===== src/rtl/core/rb2d_pkg.sv =====
// Shared types, codes and fixed-point helpers for the 2D rigid body stepper.
`timescale 1ns / 1ps

package rb2d_pkg;

   localparam int FRAC_BITS_DEF = 16;

   // Operation codes carried on req_tuser
   localparam logic [2:0] OP_ADD_FORCE   = 3'd0;
   localparam logic [2:0] OP_ADD_IMPULSE = 3'd1;
   localparam logic [2:0] OP_TICK        = 3'd2;
   localparam logic [2:0] OP_SET_VEL     = 3'd3;
   localparam logic [2:0] OP_SET_POS     = 3'd4;

   // Result status codes
   localparam logic [1:0] STATUS_OK        = 2'd0;
   localparam logic [1:0] STATUS_SAT       = 2'd1;
   localparam logic [1:0] STATUS_ZERO_MASS = 2'd2;

   // Configuration register indexes
   localparam logic CSR_MASS      = 1'b0;
   localparam logic CSR_ANG_ACCEL = 1'b1;

   localparam logic signed [31:0] S32_MAX = 32'sh7FFF_FFFF;
   localparam logic signed [31:0] S32_MIN = 32'sh8000_0000;

   typedef enum logic [3:0] {
      ST_IDLE,
      ST_DIV,
      ST_LD_AX,
      ST_LD_AY,
      ST_IMP_X,
      ST_IMP_Y,
      ST_DOM,
      ST_OMG,
      ST_SUM_X,
      ST_SUM_Y,
      ST_POS_X,
      ST_POS_Y,
      ST_DONE
   } seq_state_type;

   typedef struct packed {
      logic        done;
      logic        sat;
      logic [31:0] quo_x;
      logic [31:0] quo_y;
   } div_res_type;

   function automatic logic ovf32(input logic signed [63:0] v);
      return (v > 64'(S32_MAX)) || (v < 64'(S32_MIN));
   endfunction

   function automatic logic signed [31:0] sat32(input logic signed [63:0] v);
      logic signed [31:0] r;
      if (v > 64'(S32_MAX)) begin
         r = S32_MAX;
      end else if (v < 64'(S32_MIN)) begin
         r = S32_MIN;
      end else begin
         r = v[31:0];
      end
      return r;
   endfunction

   // arithmetic right shift rounding toward zero
   function automatic logic signed [63:0] trunc_shr(input logic signed [63:0] p,
                                                   input logic [4:0] sh);
      logic signed [63:0] bias;
      bias = p[63] ? ((64'sd1 <<< sh) - 64'sd1) : 64'sd0;
      return (p + bias) >>> sh;
   endfunction

endpackage


===== src/rtl/core/rb2d_div.sv =====
// Two-lane restoring divider: (force << FRAC_BITS) / mass for x and y, saturated.
`timescale 1ns / 1ps

module rb2d_div #(
   parameter int FRAC_BITS = rb2d_pkg::FRAC_BITS_DEF
) (
   input  logic                      clock,
   input  logic                      reset,
   input  logic                      start,
   input  logic signed [31:0]        force_x,
   input  logic signed [31:0]        force_y,
   input  logic [30:0]               mass,
   output rb2d_pkg::div_res_type     res
);
   import rb2d_pkg::*;

   localparam int DIV_W = 32 + FRAC_BITS;
   localparam int CNT_W = $clog2(DIV_W + 1);

   logic             busy_ff, busy_in;
   logic [CNT_W-1:0] cnt_ff, cnt_in;
   logic             neg_ff [2];
   logic             neg_in [2];
   logic [DIV_W-1:0] num_ff [2];
   logic [DIV_W-1:0] num_in [2];
   logic [31:0]      rem_ff [2];
   logic [31:0]      rem_in [2];
   logic [31:0]      quo    [2];
   logic             lsat   [2];
   logic signed [31:0] fin  [2];

   assign fin[0] = force_x;
   assign fin[1] = force_y;

   always_comb begin
      logic [31:0] t;
      logic [32:0] diff;
      logic [31:0] mag;
      logic [DIV_W-1:0] q;
      busy_in = busy_ff;
      cnt_in  = cnt_ff;
      for (int l = 0; l < 2; l++) begin
         neg_in[l] = neg_ff[l];
         num_in[l] = num_ff[l];
         rem_in[l] = rem_ff[l];
         t    = {rem_ff[l][30:0], num_ff[l][DIV_W-1]};
         diff = {1'b0, t} - {2'b00, mass};
         mag  = fin[l][31] ? 32'(-fin[l]) : 32'(fin[l]);
         if (start) begin
            neg_in[l] = fin[l][31];
            num_in[l] = {mag, {FRAC_BITS{1'b0}}};
            rem_in[l] = '0;
         end else if (busy_ff && (cnt_ff != '0)) begin
            rem_in[l] = diff[32] ? t : diff[31:0];
            num_in[l] = {num_ff[l][DIV_W-2:0], ~diff[32]};
         end
         // saturate the magnitude into the signed 32-bit range
         q = num_ff[l];
         if (neg_ff[l]) begin
            lsat[l] = (|q[DIV_W-1:32]) || (q[31] && (|q[30:0]));
            quo[l]  = lsat[l] ? S32_MIN : (32'd0 - q[31:0]);
         end else begin
            lsat[l] = |q[DIV_W-1:31];
            quo[l]  = lsat[l] ? S32_MAX : q[31:0];
         end
      end
      if (start) begin
         busy_in = 1'b1;
         cnt_in  = CNT_W'(DIV_W);
      end else if (busy_ff) begin
         if (cnt_ff != '0) begin
            cnt_in = cnt_ff - 1'b1;
         end else begin
            busy_in = 1'b0;
         end
      end
   end

   always_ff @(posedge clock) begin
      if (reset) begin
         busy_ff <= 1'b0;
         cnt_ff  <= '0;
      end else begin
         busy_ff <= busy_in;
         cnt_ff  <= cnt_in;
      end
      for (int l = 0; l < 2; l++) begin
         neg_ff[l] <= neg_in[l];
         num_ff[l] <= num_in[l];
         rem_ff[l] <= rem_in[l];
      end
   end

   assign res.done  = busy_ff && (cnt_ff == '0);
   assign res.sat   = lsat[0] | lsat[1];
   assign res.quo_x = quo[0];
   assign res.quo_y = quo[1];

endmodule


===== config.mk =====
export PLATFORM = sky130hd
export DESIGN_NAME = rb2d_div
export DESIGN_NICKNAME = d
export VERILOG_FILES = /design/src/rtl/core/rb2d_pkg.sv /design/src/rtl/core/rb2d_div.sv
export SDC_FILE = /design/constraint.sdc
export NUM_CORES = 1
export LEC_CHECK = 0
export ABC_AREA = 1
export BUFFER_PORTS_ARGS = -buffer_cell sky130_fd_sc_hd__buf_2
export CORE_MARGIN = 3
export CORE_UTILIZATION = 65
export DETAILED_ROUTE_END_ITERATION = 8
export GPL_TIMING_DRIVEN = 0
export PLACE_DENSITY = 0.87
export SYNTH_ARGS = -nofsm -noshare
export SYNTH_HDL_FRONTEND = slang
export SYNTH_SLANG_ARGS = --single-unit
export TNS_END_PERCENT = 10

===== constraint.sdc =====
create_clock -name clock -period 6.8 [get_ports clock]
set_input_delay 0 -clock clock [delete_from_list [all_inputs] [get_ports clock]]
set_output_delay 0 -clock clock [all_outputs]
set_load 0.005 [all_outputs]

After elaboration in Yosys (flattened, before gate mapping). Memory sizes are Yosys's and may differ from the RTL's. Index checks and enable logic that the tools add are counted.

Flip-flop bits (word level): 7. Memory bits (writable): 162. Input port bits: 98. Word-level logic and storage cells: 63. Memories: 3.

Memory list: num_ff (words 2, bits a word 48, rd ports 2, clocked after Yosys merged registers in 0, write ports 2, RTL line rb2d_div.sv:24) `logic [DIV_W-1:0] num_ff [2];`; rem_ff (words 2, bits a word 32, rd ports 2, clocked after Yosys merged registers in 0, write ports 2, RTL line rb2d_div.sv:26) `logic [31:0] rem_ff [2];`; neg_ff (words 2, bits a word 1, rd ports 2, clocked after Yosys merged registers in 0, write ports 2, RTL line rb2d_div.sv:22) `logic neg_ff [2];`.

Add/sub/neg operators: 7. Multiplexer cells: 28. Bitwise logic cells: 3. Reductions and logical operators: 19.

Operators with widths (count): 32-bit 2-to-1 mux (14); 48-bit 2-to-1 mux (4); 32-bit by 31-bit subtractor with 33-bit output (2); 32-bit negator (2); 1-bit by 32-bit subtractor with 32-bit output, first input constant (2); 31-bit OR reduction (2); 17-bit OR reduction (2); 16-bit OR reduction (2); 6-bit 2-to-1 mux (3); 1-bit 2-to-1 mux (7); 6-bit zero test (1); 6-bit nonzero test (1); 6-bit by 1-bit subtractor with 6-bit output, second input constant (1); 1-bit logical AND (4); 2-bit AND reduction (2); 2-bit nonzero test (2); 1-bit logical OR (2); 1-bit NOT (2); 2-bit OR reduction (1); 1-bit OR (1).

Logic depth before layout (Yosys ltp). Gate-level depths: netlist of the first run.

Depth in word-level cells: 5. Depth in mapped cells: 17.

Worst setup path before layout of the first run. OpenSTA, ideal clock, no wires.

Path kind: reg-to-reg. Start point: register, netlist name cnt_ff[0]. End point: memory num_ff[0][16] (netlist name) (enable). Setup time: 0.454 ns. Data arrival time: 3.071 ns. Required time: 6.346 ns. Slack: 3.276 ns. Stages on the path, launching flop included: 11. Clock period less this slack: 3.524 ns. Cells stage by stage: dfxtp_1 -> inv_1 -> ha_1 -> inv_1 -> nor2_1 -> nand3_1 -> nand2_2 -> inv_2 -> nor2_4 -> inv_2 -> clkbuf_1.

RTL lines (RTL line): end, declared (rb2d_div.sv:24).

==> results of run 1 <==
worst paths after layout:
| check | slack, ps | depth (start not counted) | endpoint | start |
|---|---|---|---|---|
| max reg2reg | 3970 | 16 | rem_ff[0][52] | num_ff[0][95] |
| min | 10 | 5 | rem_ff[0][0] | mass[0] |
| min reg2reg | 470 | 2 | rem_ff[0][62] | rem_ff[0][62] |
| max | 3810 | 8 | res[54] | num_ff[0][43] |
worst max-delay path, stage by stage, from the launching register on:
cell      delay, ps
edfxtp_1        400
nor2_1          150
nand2_1          80
nor4_1          430
nand4_1         570
clkbuf_1        350
o21ai_0         250
o21ai_0         150
buf_2           150
cells by family after synthesis:
group | after synthesis
adders and majority gates | 69
AOI/OAI and AO/OA | 349
DFF | 167
buffers and inverters | 549
and+or+nand+nor | 1447
xor gates and xnor gates | 88
registers in the layout (all words and copies together) (netlist names):
register / count
busy_ff: 1
cnt_ff: 6
neg_ff: 2
num_ff: 96
rem_ff: 62
metrics by stage:
stage               total power, mW  std cells  area [µm²]  util, %  hold WS, ps
finish                         2.73       3221       18200     76.3         9.84
global route                   2.82       3220       18200     76.2         15.0
CTS                            2.69       3220       18200     76.2         1.64
detailed placement             1.69       3152       17200     72.2          211
global placement               1.67       3151       17200     72.1          202
floorplan                      1.48       2669       16000        -         69.4
power by group:
group	switching, mW	leakage (nW)	internal, mW	total, mW
logic	0.378	7.80	0.188	0.567
clock network	0.498	0.295	0.528	1.03
registers	0.0410	1.50	1.10	1.14
total	0.917	9.59	1.82	2.73
per-layer routing:
metal / share of wire, % / track usage (%) / wire length (µm) / vias up
met4: 5.6 / 20.8 / 3050 / 8
met3: 9.7 / 6.64 / 5290 / 252
met1: 38 / 48.1 / 20600 / 8359
met5: 0.088 / 0 / 48 / -
li1: - / - / - / 8965
met2: 47 / 68.9 / 25500 / 1181
cell type report:
class / count / area [µm²]
multi-input combinational: 1953 / 9790
fill: 1983 / 5660
tap: 319 / 399
timing repair buffer: 200 / 1200
clock buffer: 17 / 425
antenna: 1 / 2.50
sequential: 167 / 4000
inverter: 478 / 1790
clock inverter: 15 / 180
buffer: 71 / 368
placed cells by master, fill, tap and decap left out, types with 4 or more instances in the layout:
master,Yosys,final
buf_6,9,9
nor2_1,193,193
nand3_1,250,250
nand2_1,849,849
buf_2,16,179
inv_6,0,4
nand2_4,5,5
a21oi_1,66,66
o22ai_1,60,60
inv_1,467,467
nor2_2,10,10
nand3_2,5,5
o31ai_1,5,5
clkbuf_1,36,35
buf_1,6,6
dfxtp_1,101,101
nor3_2,7,7
ha_1,67,67
edfxtp_1,66,66
o21ai_1,76,76
nand4_1,36,36
nand3b_1,22,22
or2_2,7,7
inv_2,10,10
nor2_4,6,6
clkbuf_16,0,17
xor2_1,66,66
nor4_1,5,5
inv_8,0,4
xnor2_1,22,22
dlygate4sd3_1,0,36
nor3_1,32,32
o21ai_0,127,127
nand2_2,8,8
what timing repair did:
action                                 4_1_cts  5_1_grt
endpoints found under the hold margin       44        0
setup endpoints to repair                    0        0
hold buffers                                36        0
gates resized for setup                      0        0
==> flow_metrics.tcl, run 1 <==
set metrics [dict create \
    cap_violations 0 \
    maxSlewViolCount 0 \
    worst_slew_pin_slew_ps 879 \
    portBuffers 163 \
    finalCritPeriodShare_pct 44.0 \
    first_pass_iters 7 \
    crit_fanout 10 \
    critPathLaunchType "register" \
    clk_latency_ps 450 \
    ir_drop_v 0.000158 \
    ys_seq_area_share_pct 25.1 \
    end_kind "primary output" \
    synth_cell_types 51 \
    ys_async_sr_fraction_pct 0 \
    ys_ff_latch 167 \
    wl_per_cell_um 16.9 \
    finalWirelength_um 54500 \
    setup_ws_ps 3810 \
    drc 0 \
    min_path_type "in -> reg" \
    drive_above_1_share_pct 10.2 \
    slew_headroom_pct 41.4 \
    powerDensity_nw_per_um2 150 \
    htree_num_levels 4 \
    drt_iter0_markers 2244 \
    die_h_um 163 \
    rsz0062_at_grt "false" \
    worstPathArrival_ps 2990 \
    dp_hpwl_um 42100 \
    synth_top_family_by_area "simple AND/OR/NAND/NOR gates" \
    synth.most_common_cell "nand2_1" \
    synth_flop_cell "dfxtp_1" \
    numCtsBuffers 17 \
    setup_viol_count_final 0 \
    p_leak_nw 9.59 \
    synth.area.mux_share_pct 0 \
    fin_nets 3055 \
    initial_core_util_pct 67.0 \
    rows 56 \
    grt_pass1_vias 17500 \
    syn_to_final_growth_pct 13.9 \
    ys_warn_count 0 \
    synth_compound_gate_area_share_pct 11.8 \
    synth_area_um2 16000 \
    status "completed" \
    routed-via-count 18800 \
    clockRootBuffer "clkbuf_16" \
    gp_congestion 1.03 \
    grt_first_pass_wirelength_um 85600 \
    synth_simple_gate_area_share_pct 39.2 \
    place_ws_ps 4110 \
    synthAdderAreaFrac_pct 5.51 \
    drtAntennaViolNets 0 \
    path_clk_slew_ps 80 \
    cts_buffer_depth 2 \
    die_w_um 163 \
    grt_overflow_total 0 \
    synthTopCellsByArea "nand2_1 20%, dfxtp_1 13%, edfxtp_1 12%" \
    tns_ps 0 \
    cts_setup_buffers 0 \
    synth_xor_area_share_pct 4.83 \
    antenna_found_initial 4 \
    cp.required_ps 6800 \
    boundaryPins 164 \
    dieArea_um2 26500 \
    synth_largest_area_cell "nand2_1" \
    vias_per_cell 5.83 \
    fmax_mhz 334 \
    syn_area_per_cell_um2 5.98 \
    path_class "reg -> out" \
    track_usage_pct 40.0 \
    finalCriticalPeriod_ps 2990 \
    finClkSkew_ps 16.4 \
    yosys-top-cells-count "849 x nand2_1, 467 x inv_1, 250 x nand3_1" \
    synth_edf_count 66 \
    cts_sinks 167 \
    synth_cells 2669 \
    hold_viol 0 \
    yosysTopAreaCellShare_pct 20.0 \
    grt_max_degree 51 \
    cts_tree "built" \
    syn_nets 2836 \
    coreArea_um2 23800 \
]
Note: power is estimated with default switching activity, not from simulation.
==> inputs of run 2 (changes only) <==
- CORE_UTILIZATION: 65 -> 55
- PLACE_DENSITY: 0.87 -> 0.78
- clock period: 6.8 -> 2.7 ns (I/O delays scaled with it)
==> run 2 against run 1 <==
  * Sequential cell count is the same
  * Power rose to 2.5 times the previous value
  * Clock skew about the same
  * Non-clock buffer count rose by 2
  * Sequential share of layout area decreased by 0.18 points
  * Via count shrank 4.3%
  * Worst setup slack worse by 3700 ps
  * Die area is 17% higher
  * Clock power increased to 2.6 times the previous value
  * Count of clock-buffer cells in the layout increased by 4
  * Sequential power grew to 2.5 times the previous value
  * Critical endpoint is now res[28]
==> flow_metrics.tcl, run 2 (same netlist as run 1, synthesis figures left out) <==
set metrics [dict create \
    cts_sinks 167 \
    clockRootBuffer "clkbuf_16" \
    r2r_cells 16 \
    largest_reg_flops 96 \
    dp_cells 3211 \
    diodes 0 \
    setup_ws_ps 75.8 \
    initial_core_util_pct 56.6 \
    powerDensity_nw_per_um2 378 \
    die_w_um 176 \
    cap_violations 0 \
    crit_fanout 10 \
    track_usage_pct 33.6 \
    cp.required_ps 2700 \
    wl_per_cell_um 16.3 \
    min_to "num_ff[0][30]" \
    grt_first_pass_wirelength_um 84000 \
    drc 0 \
    final_common_cell "nand2_1" \
    slowest_delay_ps 310 \
    final_cell_mix "845 x nand2_1, 465 x inv_1, 249 x nand3_1" \
    fmax_mhz 381 \
    first_pass_iters 9 \
    num-fill-cells 2738 \
    path_clk_slew_ps 70 \
    clk_latency_ps 450 \
    critPathLaunchType "register" \
    dieArea_um2 31100 \
    grtUsageMet2_pct 53.4 \
    status "completed" \
    regToRegEndpoint "rem_ff[0][21]" \
    antenna_found_initial 2 \
    setup_viol_count_final 0 \
    grt_pass1_vias 16400 \
    p_leak_nw 9.61 \
    maxSlewViolCount 0 \
    reg2reg_from "num_ff[0][47]" \
    dp_hpwl_um 42700 \
    min_path_type "in -> reg" \
    met3_usage_pct 5.23 \
    grt_overflow_total 0 \
    coreArea_um2 28200 \
    end_kind "primary output" \
    drive_above_1_share_pct 10.6 \
    crit_path_frequent_cell "inv_1" \
    die_h_um 176 \
    multi_input_comb_area_um2 9840 \
    drtAntennaViolNets 0 \
    finalCriticalPeriod_ps 2620 \
    worstPathArrival_ps 2620 \
    regMostFlops "num_ff" \
    path_class "reg -> out" \
    ff2ff_setup_slack_ps 150 \
    slowest_stage "dfxtp_1" \
    grt.busiest_layer "met2" \
    routed-via-count 18000 \
    drt_iter0_markers 1702 \
    finalCritPeriodShare_pct 97.2 \
    tns_ps 0 \
    syn_to_final_growth_pct 14.8 \
    reg_top3 "num_ff x96, rem_ff x62, cnt_ff x6" \
    finClkSkew_ps 16.1 \
    gp_congestion 0.992 \
    met1_usage_pct 47.3 \
    min_from "force_x[14]" \
    grt_max_degree 72 \
    ir_drop_v 0.000473 \
    vias_per_cell 5.47 \
    finalWirelength_um 53600 \
    crit_chain "inv_2 > ha_1 > inv_1 > nor3_4 > inv_1 > nor2_2 > nand2_1 > o21ai_2 > nand3_2 > buf_4 > o21ai_1 > buf_2" \
    final_cells 3281 \
    regArea_um2 4000 \
    portBuffers 163 \
    hold_path_depth 3 \
    boundaryPins 164 \
    place_ws_ps 6.20 \
    worst_slew_pin_slew_ps 987 \
    cts_buffer_depth 2 \
    cts_tree "built" \
    hold_viol 0 \
    slew_headroom_pct 34.2 \
    fin_nets 3057 \
    htree_num_levels 4 \
    rows 61 \
    total_power_mw 6.93 \
    numCtsBuffers 17 \
]
## run 2: changes by cell type in the layout (fill, tap and decap cells not counted), moves of 2 or more
cell | previous run | this run
inv_2 | 10 | 12
buf_4 | 2 | 6
inv_1 | 467 | 465
clkbuf_16 | 17 | 19
fa_2 | 0 | 2
nand2_2 | 8 | 12
fa_1 | 2 | 0
clkinv_8 | 3 | 1
inv_8 | 4 | 2
nand2_1 | 849 | 845
clkbuf_2 | 2 | 0
## run 2: report_power, final
part,internal [mW],switching (mW),total (mW),leakage (nW)
Clock,1.44,1.21,2.65,0.302
Sequential,2.77,0.0962,2.87,1.50
Combinational,0.476,0.936,1.41,7.81
Total,4.69,2.24,6.93,9.61
## run 2: critical path: cells and delay by family (launching register included)
kind                     cells  cell delay, ps
AO/OA/AOI/OAI                2             400
adder cells (fa/ha/maj)      1             170
AND/OR/NAND/NOR              4             610
flip-flops                   1             310
buffers and inverters        5             690
## run 2: how the worst max path moves through the flow
stage / end / slack, ps / start
detailed placement: rem_ff[0][21] / 6 / num_ff[0][47]
floorplan: num_ff[0][16] / 220 / cnt_ff[0]
global route: res[23] / -20 / num_ff[0][48]
finish: res[28] / 80 / num_ff[0][48]
global placement: num_ff[0][91] / -440 / cnt_ff[0]
CTS: res[28] / 8 / num_ff[0][48]
## run 2: cell type report
class / count / area share [%]
well taps: 378 / 2.58
flip-flops and latches: 167 / 21.9
multi-input cells: 1953 / 53.7
repair buffers: 202 / 6.64
plain buffers: 71 / 2.02
clock inverters: 11 / 0.690
clock buffers: 21 / 2.69
inverters: 478 / 9.80
## run 2: what timing repair did
action,in CTS,in global routing
gates resized for setup,3,13
buffers inserted,2,1
setup endpoints to repair,47,100
hold buffers,35,0
pin swaps,1,0
hold endpoints to repair,43,0
## run 2: per-layer routing
metal | share of wire, % | vias up
met3 | 8.3 | 85
met1 | 45 | 8170
met4 | 2.4 | 4
met5 | 0.049 | -
met2 | 44 | 743
li1 | - | 8958
## run 2: metrics by stage
stage	hold slack [ps]	utilization, %	area [µm²]
finish	2.10	65.0	18300
global route	17.8	65.0	18300
CTS	0.417	64.8	18300
detailed placement	222	61.3	17300
global placement	204	61.2	17200
floorplan	69.4	-	16000
==> inputs of run 3 (changes only) <==
- CTS_BUF_LIST: default -> sky130_fd_sc_hd__clkbuf_16
- SETUP_SLACK_MARGIN: default -> 0.4
==> run 3 against run 2 <==
  * Via count is 3.2% higher
  * Count of clock-buffer cells in the layout is 4 lower
  * Sequential power hardly changed
  * Largest cell class unchanged
  * Power is 0.38% lower
  * Critical path depth is 2 lower
  * Cell area is 5.2% higher
  * Largest power group unchanged
==> flow_metrics.tcl, run 3 (same netlist as run 1, synthesis figures left out) <==
set metrics [dict create \
    reg_top3 "num_ff x96, rem_ff x62, cnt_ff x6" \
    end_kind "primary output" \
    syn_to_final_growth_pct 20.8 \
    critPathLaunchType "register" \
    hold_viol 0 \
    dieArea_um2 31100 \
    first_pass_iters 6 \
    cts_buffer_depth 2 \
    wl_per_cell_um 16.8 \
    ir_drop_v 0.000412 \
    finalCritPeriodShare_pct 91.4 \
    tns_ps 0 \
    finalWirelength_um 56000 \
    worst_slew_pin_slew_ps 977 \
    track_usage_pct 34.5 \
    routed-via-count 18500 \
    largest_reg_flops 96 \
    multi_input_comb_area_um2 10300 \
    worstPathArrival_ps 2470 \
    reg2reg_from "num_ff[0][47]" \
    die_w_um 176 \
    grt_max_degree 74 \
    grt_pass1_vias 16900 \
    fmax_mhz 405 \
    ff2ff_setup_slack_ps 270 \
    setup_ws_ps 233 \
    dp_hpwl_um 42900 \
    min_from "force_x[17]" \
    final_cells 3328 \
    gp_congestion 0.978 \
    numCtsBuffers 17 \
    maxSlewViolCount 0 \
    fin_nets 3103 \
    final_common_cell "nand2_1" \
    setup_viol_count_final 0 \
    antenna_found_initial 2 \
    vias_per_cell 5.57 \
    drc 0 \
    hold_path_depth 3 \
    path_clk_slew_ps 70 \
    whs_ps 10.6 \
    rows 61 \
    regMostFlops "num_ff" \
    cap_violations 0 \
    min_path_type "in -> reg" \
    r2r_cells 16 \
    final_cell_mix "824 x nand2_1, 456 x inv_1, 233 x nand3_1" \
    initial_core_util_pct 56.6 \
    dp_cells 3210 \
    finalCriticalPeriod_ps 2470 \
    die_h_um 176 \
    portBuffers 163 \
    status "completed" \
    grt_overflow_total 0 \
    drive_above_1_share_pct 14.9 \
    finClkSkew_ps 14.1 \
    boundaryPins 164 \
    clockRootBuffer "clkbuf_16" \
    drtAntennaViolNets 0 \
    cts_sinks 167 \
    slew_headroom_pct 34.9 \
    coreArea_um2 28200 \
    clk_latency_ps 450 \
    regArea_um2 4000 \
    htree_num_levels 4 \
    p_leak_nw 10.1 \
    cp.required_ps 2700 \
    crit_fanout 5 \
    grt_first_pass_wirelength_um 86300 \
    critical_path.startpoint "num_ff[0][93]" \
    num-fill-cells 2622 \
    path_class "reg -> out" \
    rsz0062_at_grt "true" \
    powerDensity_nw_per_um2 358 \
    drt_iter0_markers 1971 \
    cts_tree "built" \
    place_ws_ps 8.25 \
]
[run 3: cell types whose count changed in the layout (fill, tap and decap cells not counted), sizes merged]
cell         change
clkinv           +1
diode            +1
buf             +40
bufinv           -1
clkinvlp         -1
dlygate4sd3      +2
inv              +5
[run 3: per-layer routing]
| layer | share of wire, % | global-route usage, % | vias to the layer above |
|---|---|---|---|
| met5 | 0.048 | 0 | - |
| met4 | 2.5 | 10.7 | 4 |
| met3 | 8.5 | 5.27 | 100 |
| met2 | 45 | 55.0 | 864 |
| met1 | 44 | 48.1 | 8528 |
| li1 | - | - | 9046 |
[run 3: path summary, 6_finish.rpt]
| check | endpoint |
|---|---|
| hold / removal | num_ff[0][33] |
| setup reg to reg | rem_ff[0][22] |
| setup / recovery | res[27] |
| hold reg to reg | cnt_ff[0] |
[run 3: metrics by stage]
step	instance area (µm²)	power [mW]	utilization, %
floorplan	16000	3.73	-
global placement	17200	4.23	61.2
detailed placement	17200	4.25	61.2
CTS	18700	6.82	66.4
global route	19300	7.15	68.4
finish	19300	6.90	68.4
[run 3: area by class of cell]
type,instances,area share (%)
plain buffers,71,2.64
well taps,378,2.45
clock inverters,15,0.786
clock buffers,17,2.21
flip-flops and latches,167,20.8
multi-input cells,1953,53.2
inverters,478,9.31
repair buffers,248,8.59
diodes,1,0.0130
[run 3: what timing repair did]
item,CTS,global route
gates cloned,2,3
hold endpoints to repair,45,0
hold buffers,37,0
gates resized for setup,81,111
pin swaps,18,19
setup endpoints to repair,229,286
setup buffers,22,21
[run 3: worst max-delay path, cell delays in order, from the launching register on]
cell and delay (ps):
edfxtp_1 420, inv_2 70, nand2_2 50, nor3_2 140, nand4_1 210, buf_4 210
nor3_4 220, nand3_4 180, clkbuf_16 210, o21ai_4 180, buf_2 140
[run 3: where the power goes]
part	internal [mW]	switching, mW
registers	2.77	0.0984
clock network	1.24	1.27
logic	0.526	1.00
